### src/hw/rtl/c3rb_pkg.sv
// Shared types, constants and helpers for the 3x3 replicate-border convolution.
// Used by every module under hw/rtl; depends on nothing else.
package c3rb_pkg;

	localparam int DEF_MAX_WIDTH  = 1024;
	localparam int DEF_MAX_HEIGHT = 1024;
	localparam int DIM_W          = 11;
	localparam int KROW_W         = 48;
	localparam int CFG_IDX_W      = 3;
	localparam int QUEUE_DEPTH    = 4;
	localparam int BANKS          = 4;
	localparam int SUM_W          = 29;
	localparam int PROD_W         = 25;

	typedef logic [31:0] pixel_t;

	typedef enum logic [CFG_IDX_W-1:0] {
		CFG_WIDTH  = 3'd0,
		CFG_HEIGHT = 3'd1,
		CFG_FOUR   = 3'd2,
		CFG_KTOP   = 3'd3,
		CFG_KMID   = 3'd4,
		CFG_KBOT   = 3'd5
	} cfg_idx_t;

	localparam logic [DIM_W-1:0]  RST_WIDTH  = 11'd1024;
	localparam logic [DIM_W-1:0]  RST_HEIGHT = 11'd1024;
	localparam logic [KROW_W-1:0] RST_KTOP   = 48'h0;
	localparam logic [KROW_W-1:0] RST_KMID   = 48'h0000_0100_0000;
	localparam logic [KROW_W-1:0] RST_KBOT   = 48'h0;

	typedef struct packed {
		logic [DIM_W-1:0]            image_width;
		logic [DIM_W-1:0]            image_height;
		logic                        four_channels;
		logic [2:0][KROW_W-1:0]      kernel;     // [0] top, [1] mid, [2] bottom
	} cfg_t;

	// one output position: right column and row-0 column of the window, per window row
	typedef struct packed {
		logic [2:0][31:0] col_a;
		logic [2:0][31:0] col_b;
		logic             first;
		logic             frame_end;
		logic             four_ch;
	} job_t;

	function automatic logic [7:0] sat_q8(input logic signed [SUM_W-1:0] s);
		logic [SUM_W-9:0] whole;
		whole = s[SUM_W-1:8];
		if (s <= 0) begin
			return 8'd0;
		end else if (whole > (SUM_W-8)'(255)) begin
			return 8'd255;
		end
		return whole[7:0];
	endfunction

endpackage

### src/hw/rtl/c3rb_queue.sv
// Short job queue between the front and the filter back end.
// Depends on c3rb_pkg for the job type and depth.
module c3rb_queue (
	input  logic           clk,
	input  logic           arst_n,
	input  logic           push,
	input  c3rb_pkg::job_t push_job,
	input  logic           pop,
	output c3rb_pkg::job_t head,
	output logic           empty,
	output logic           full
);
	import c3rb_pkg::*;

	localparam int PW = $clog2(QUEUE_DEPTH);

	job_t          mem [QUEUE_DEPTH];
	logic [PW-1:0] wp_q, rp_q;
	logic [PW:0]   cnt_q;

	assign empty = (cnt_q == '0);
	assign full  = (cnt_q == (PW+1)'(QUEUE_DEPTH));
	assign head  = mem[rp_q];

	always_ff @(posedge clk) begin
		if (push) begin
			mem[wp_q] <= push_job;
		end
	end

	always_ff @(posedge clk or negedge arst_n) begin
		if (!arst_n) begin
			wp_q  <= '0;
			rp_q  <= '0;
			cnt_q <= '0;
		end else begin
			if (push) begin
				wp_q <= wp_q + 1'b1;
			end
			if (pop) begin
				rp_q <= rp_q + 1'b1;
			end
			if (push && !pop) begin
				cnt_q <= cnt_q + 1'b1;
			end else if (pop && !push) begin
				cnt_q <= cnt_q - 1'b1;
			end
		end
	end

endmodule

### config.mk
export PLATFORM = sky130hd
export DESIGN_NAME = c3rb_queue
export DESIGN_NICKNAME = d
export VERILOG_FILES = /design/src/hw/rtl/c3rb_pkg.sv /design/src/hw/rtl/c3rb_queue.sv
export SDC_FILE = /design/constraint.sdc
export NUM_CORES = 1
export LEC_CHECK = 0
export ABC_AREA = 1
export BUFFER_PORTS_ARGS = -buffer_cell sky130_fd_sc_hd__buf_2
export CORE_MARGIN = 5
export CORE_UTILIZATION = 43
export DETAILED_ROUTE_END_ITERATION = 10
export HOLD_SLACK_MARGIN = 0.12
export SYNTH_ARGS = -nofsm -noshare
export SYNTH_HDL_FRONTEND = slang
export SYNTH_SLANG_ARGS = --single-unit
### constraint.sdc
create_clock -name clk -period 6.4 [get_ports clk]
set_input_delay 0.96 -clock clk [delete_from_list [all_inputs] [get_ports clk]]
set_output_delay 0.96 -clock clk [all_outputs]
set_load 0.01 [all_outputs]
==> results.sh <==
export IMPL_synth_top_family_by_area="compound AO/OA/AOI/OAI gates"
export IMPL_rsz0062_at_grt="no"
export IMPL_fin_hold_ws_ns=0.196
export IMPL_syn_avg_cell_area_um2=13.6
export IMPL_ioPinCount=396
export IMPL_portBuffers=395
export IMPL_nFillCells=6214
export IMPL_setup_viol=0
export IMPL_synth_nets=2528
export IMPL_synth_compound_area_frac=0.0928
export IMPL_synth_mux_area_fraction=0
export IMPL_worstSetupEndpointType="output port"
export IMPL_cts_tree="built"
export IMPL_ys_seq_area_frac=0.745
export IMPL_synthCells=2323
export IMPL_firstDrtPassIters=6
export IMPL_fin_nets=2888
export IMPL_start_kind="flop"
export IMPL_drv_slew=0
export IMPL_required_ns=5.44
export IMPL_avgViaCountPerCell=4.97
export IMPL_antenna_found_initial=14
export IMPL_synth_xor_area_frac=0.00111
export IMPL_max_freq_ghz=0.220
export IMPL_synth_area_top_cells="edfxtp_1 74%, o211ai_1 9.2%, nand2_1 7.1%"
export IMPL_grt_max_degree=219
export IMPL_powerDensity_nw_per_um2=473
export IMPL_layout_drive_gt1_share=0.192
export IMPL_dp_slack_ns=2.54
export IMPL_status="complete, no violations"
export IMPL_stdcell_area_um2=36500
export IMPL_drt_total_wl_um=71300
export IMPL_register_area_um2=23600
export IMPL_skew_ns=0.0216
export IMPL_crit_family="buffers and inverters"
export IMPL_critPathKind="reg2out"
export IMPL_grt_pass1_vias=18500
export IMPL_ir_drop_mv=0.363
export IMPL_grt_pass1_wl_um=108000
export IMPL_slew_headroom=0.256
export IMPL_post_cts_buffers=0
export IMPL_fin_tns_setup_ns=0
export IMPL_critPathSlowestCell="dfrtp_4"
export IMPL_ys_seq_elements=787
export IMPL_crit_fanout=131
export IMPL_rows=99
export IMPL_fp_dieH_um=281
export IMPL_die_area_um2=79200
export IMPL_grt_overflow=0
export IMPL_gp_congestion=0.821
export IMPL_ctsLongestPathBuffers=3
export IMPL_initial_core_util=0.434
export IMPL_cts_root_buf="clkbuf_16"
export IMPL_power_leakage_nw=14.4
export IMPL_wl_per_cell_um=19.2
export IMPL_min_period_ns=4.54
export IMPL_path_cells="inv_8 > buf_4 > o211ai_1 > nand2_1 > buf_2"
export IMPL_arrival_ns=3.58
export IMPL_synth_top_area_share=0.740
export IMPL_synthAdderAreaFrac=0.00261
export IMPL_htreeDepth=3
export IMPL_total_power_mw=17.3
export IMPL_post_dp_cell_area_um2=33800
export IMPL_dr_total_vias=18500
export IMPL_multi_input_area_um2=5320
export IMPL_cts_resized_gates=0
export IMPL_cts_hold_buffers=0
export IMPL_cts_buffers=81
export IMPL_drc_errors=0
export IMPL_fp_dieW_um=281
export IMPL_clkTransAtPathRegs_ns=0.06
export IMPL_worstSkewPairLatency_ns=0.62
export IMPL_hp_class="in2async"
export IMPL_core_um2=73000
export IMPL_critPathBufInv=3
export IMPL_drt_initial_drc_count=1099
export IMPL_fin_crit_sh=0.709
export IMPL_maxCapViolCount=0
export IMPL_synth_cell_types=20
export IMPL_synth_area_um2=31700
export IMPL_setup_slack_ns=1.86
export IMPL_clock_sinks=787
export IMPL_hold_viol=0
export IMPL_ant_nets=0
export IMPL_cpPeakStageDelay_ns=0.78
export IMPL_post_dp_hpwl_um=42000
export IMPL_worst_pin_slew_ns=1.12
export IMPL_synth_simple_area_share=0.0715
export IMPL_syn_to_final_growth_pct=15.2
export IMPL_yosysTopAreaCell="edfxtp_1"
export IMPL_yosysWarnings=0
export IMPL_track_usage=0.175
## per-layer routing
| layer | wire length, um | vias up | track usage | part of all wire |
|---|---|---|---|---|
| met2 | 36500 | 449 | 0.307 | 0.51 |
| li1 | - | 8860 | - | - |
| met5 | 21 | - | 0 | 0.00029 |
| met3 | 3600 | 147 | 0.0339 | 0.051 |
| met1 | 28300 | 9003 | 0.212 | 0.40 |
| met4 | 2840 | 4 | 0.0766 | 0.040 |
## cell families (layout without fill, tap and decap cells)
kind of cell,after synthesis,after routing
simple gates,602,602
fa+ha+maj,6,6
compound gates,391,391
xor+xnor,4,4
other cells,0,12
buf+inv,533,955
flops,787,787
## cells in the mapped netlist
master and n:
edfxtp_1 780, nand2_1 598, inv_1 401, o211ai_1 389, buf_6 63, buf_2 32
clkbuf_8 19, buf_4 12, dfrtp_1 7, clkbuf_1 5, ha_1 5, xor2_1 3
nor3_1 2, fa_1 1, inv_4 1, nand3_1 1, nand4_1 1, o211ai_2 1
o21ai_1 1, xnor2_1 1
## state kept, by name, indices dropped and copies added, names as in the netlist
name	flops
rp_q	2
cnt_q	3
wp_q	2
mem	780
## cells in the final DEF (no fill, tap or decap), drive strengths merged
| cell type | instances |
|---|---|
| nand3 | 1 |
| ha | 5 |
| xor2 | 3 |
| o211ai | 390 |
| dfrtp | 7 |
| o21ai | 1 |
| clkinv | 26 |
| nor3 | 2 |
| edfxtp | 780 |
| clkinvlp | 5 |
| xnor2 | 1 |
| clkbuf | 105 |
| bufinv | 7 |
| nand2 | 598 |
| diode | 12 |
| inv | 404 |
| fa | 1 |
| buf | 408 |
| nand4 | 1 |
## path summary, 6_finish.rpt
check | slack [ns] | depth (start not counted) | to | from
worst max-delay path | 1.86 | 5 | head[158] | rp_q[1]$_DFFE_PN0P_
min in group clk | 0.54 | 1 | wp_q[0]$_DFFE_PN0P_ | wp_q[0]$_DFFE_PN0P_
worst min-delay path | 0.20 | 1 | cnt_q[0]$_DFFE_PN0P_ | arst_n
max in group asynchronous | 6.01 | 1 | rp_q[1]$_DFFE_PN0P_ | arst_n
worst min register to register | 0.54 | 1 | wp_q[0]$_DFFE_PN0P_ | wp_q[0]$_DFFE_PN0P_
worst max register to register | 3.89 | 5 | mem[2][71]$_DFFE_PP_ | wp_q[0]$_DFFE_PN0P_
## report_power, final
group	internal, mW	leakage (nW)	total [mW]	switching (mW)
sequential	6.75	7.25	7.11	0.359
combinational	1.74	5.92	5.56	3.81
clock	2.70	1.26	4.59	1.89
total	11.2	14.4	17.3	6.06
## cell type report
type	instances	area share
flip-flops and latches	787	0.647
repair buffers	408	0.0593
diodes	12	0.000823
multi-input cells	1003	0.146
well taps	959	0.0329
clock buffers	105	0.0598
inverters	402	0.0424
clock inverters	40	0.0117
## metrics by stage
step / util / std cells
detailed placement: 0.464 / 3559
CTS: 0.499 / 3704
global route: 0.500 / 3713
global placement: 0.464 / 3559
finish: 0.500 / 3716
floorplan: - / 2323
Note: power is estimated with default switching activity, not from simulation.
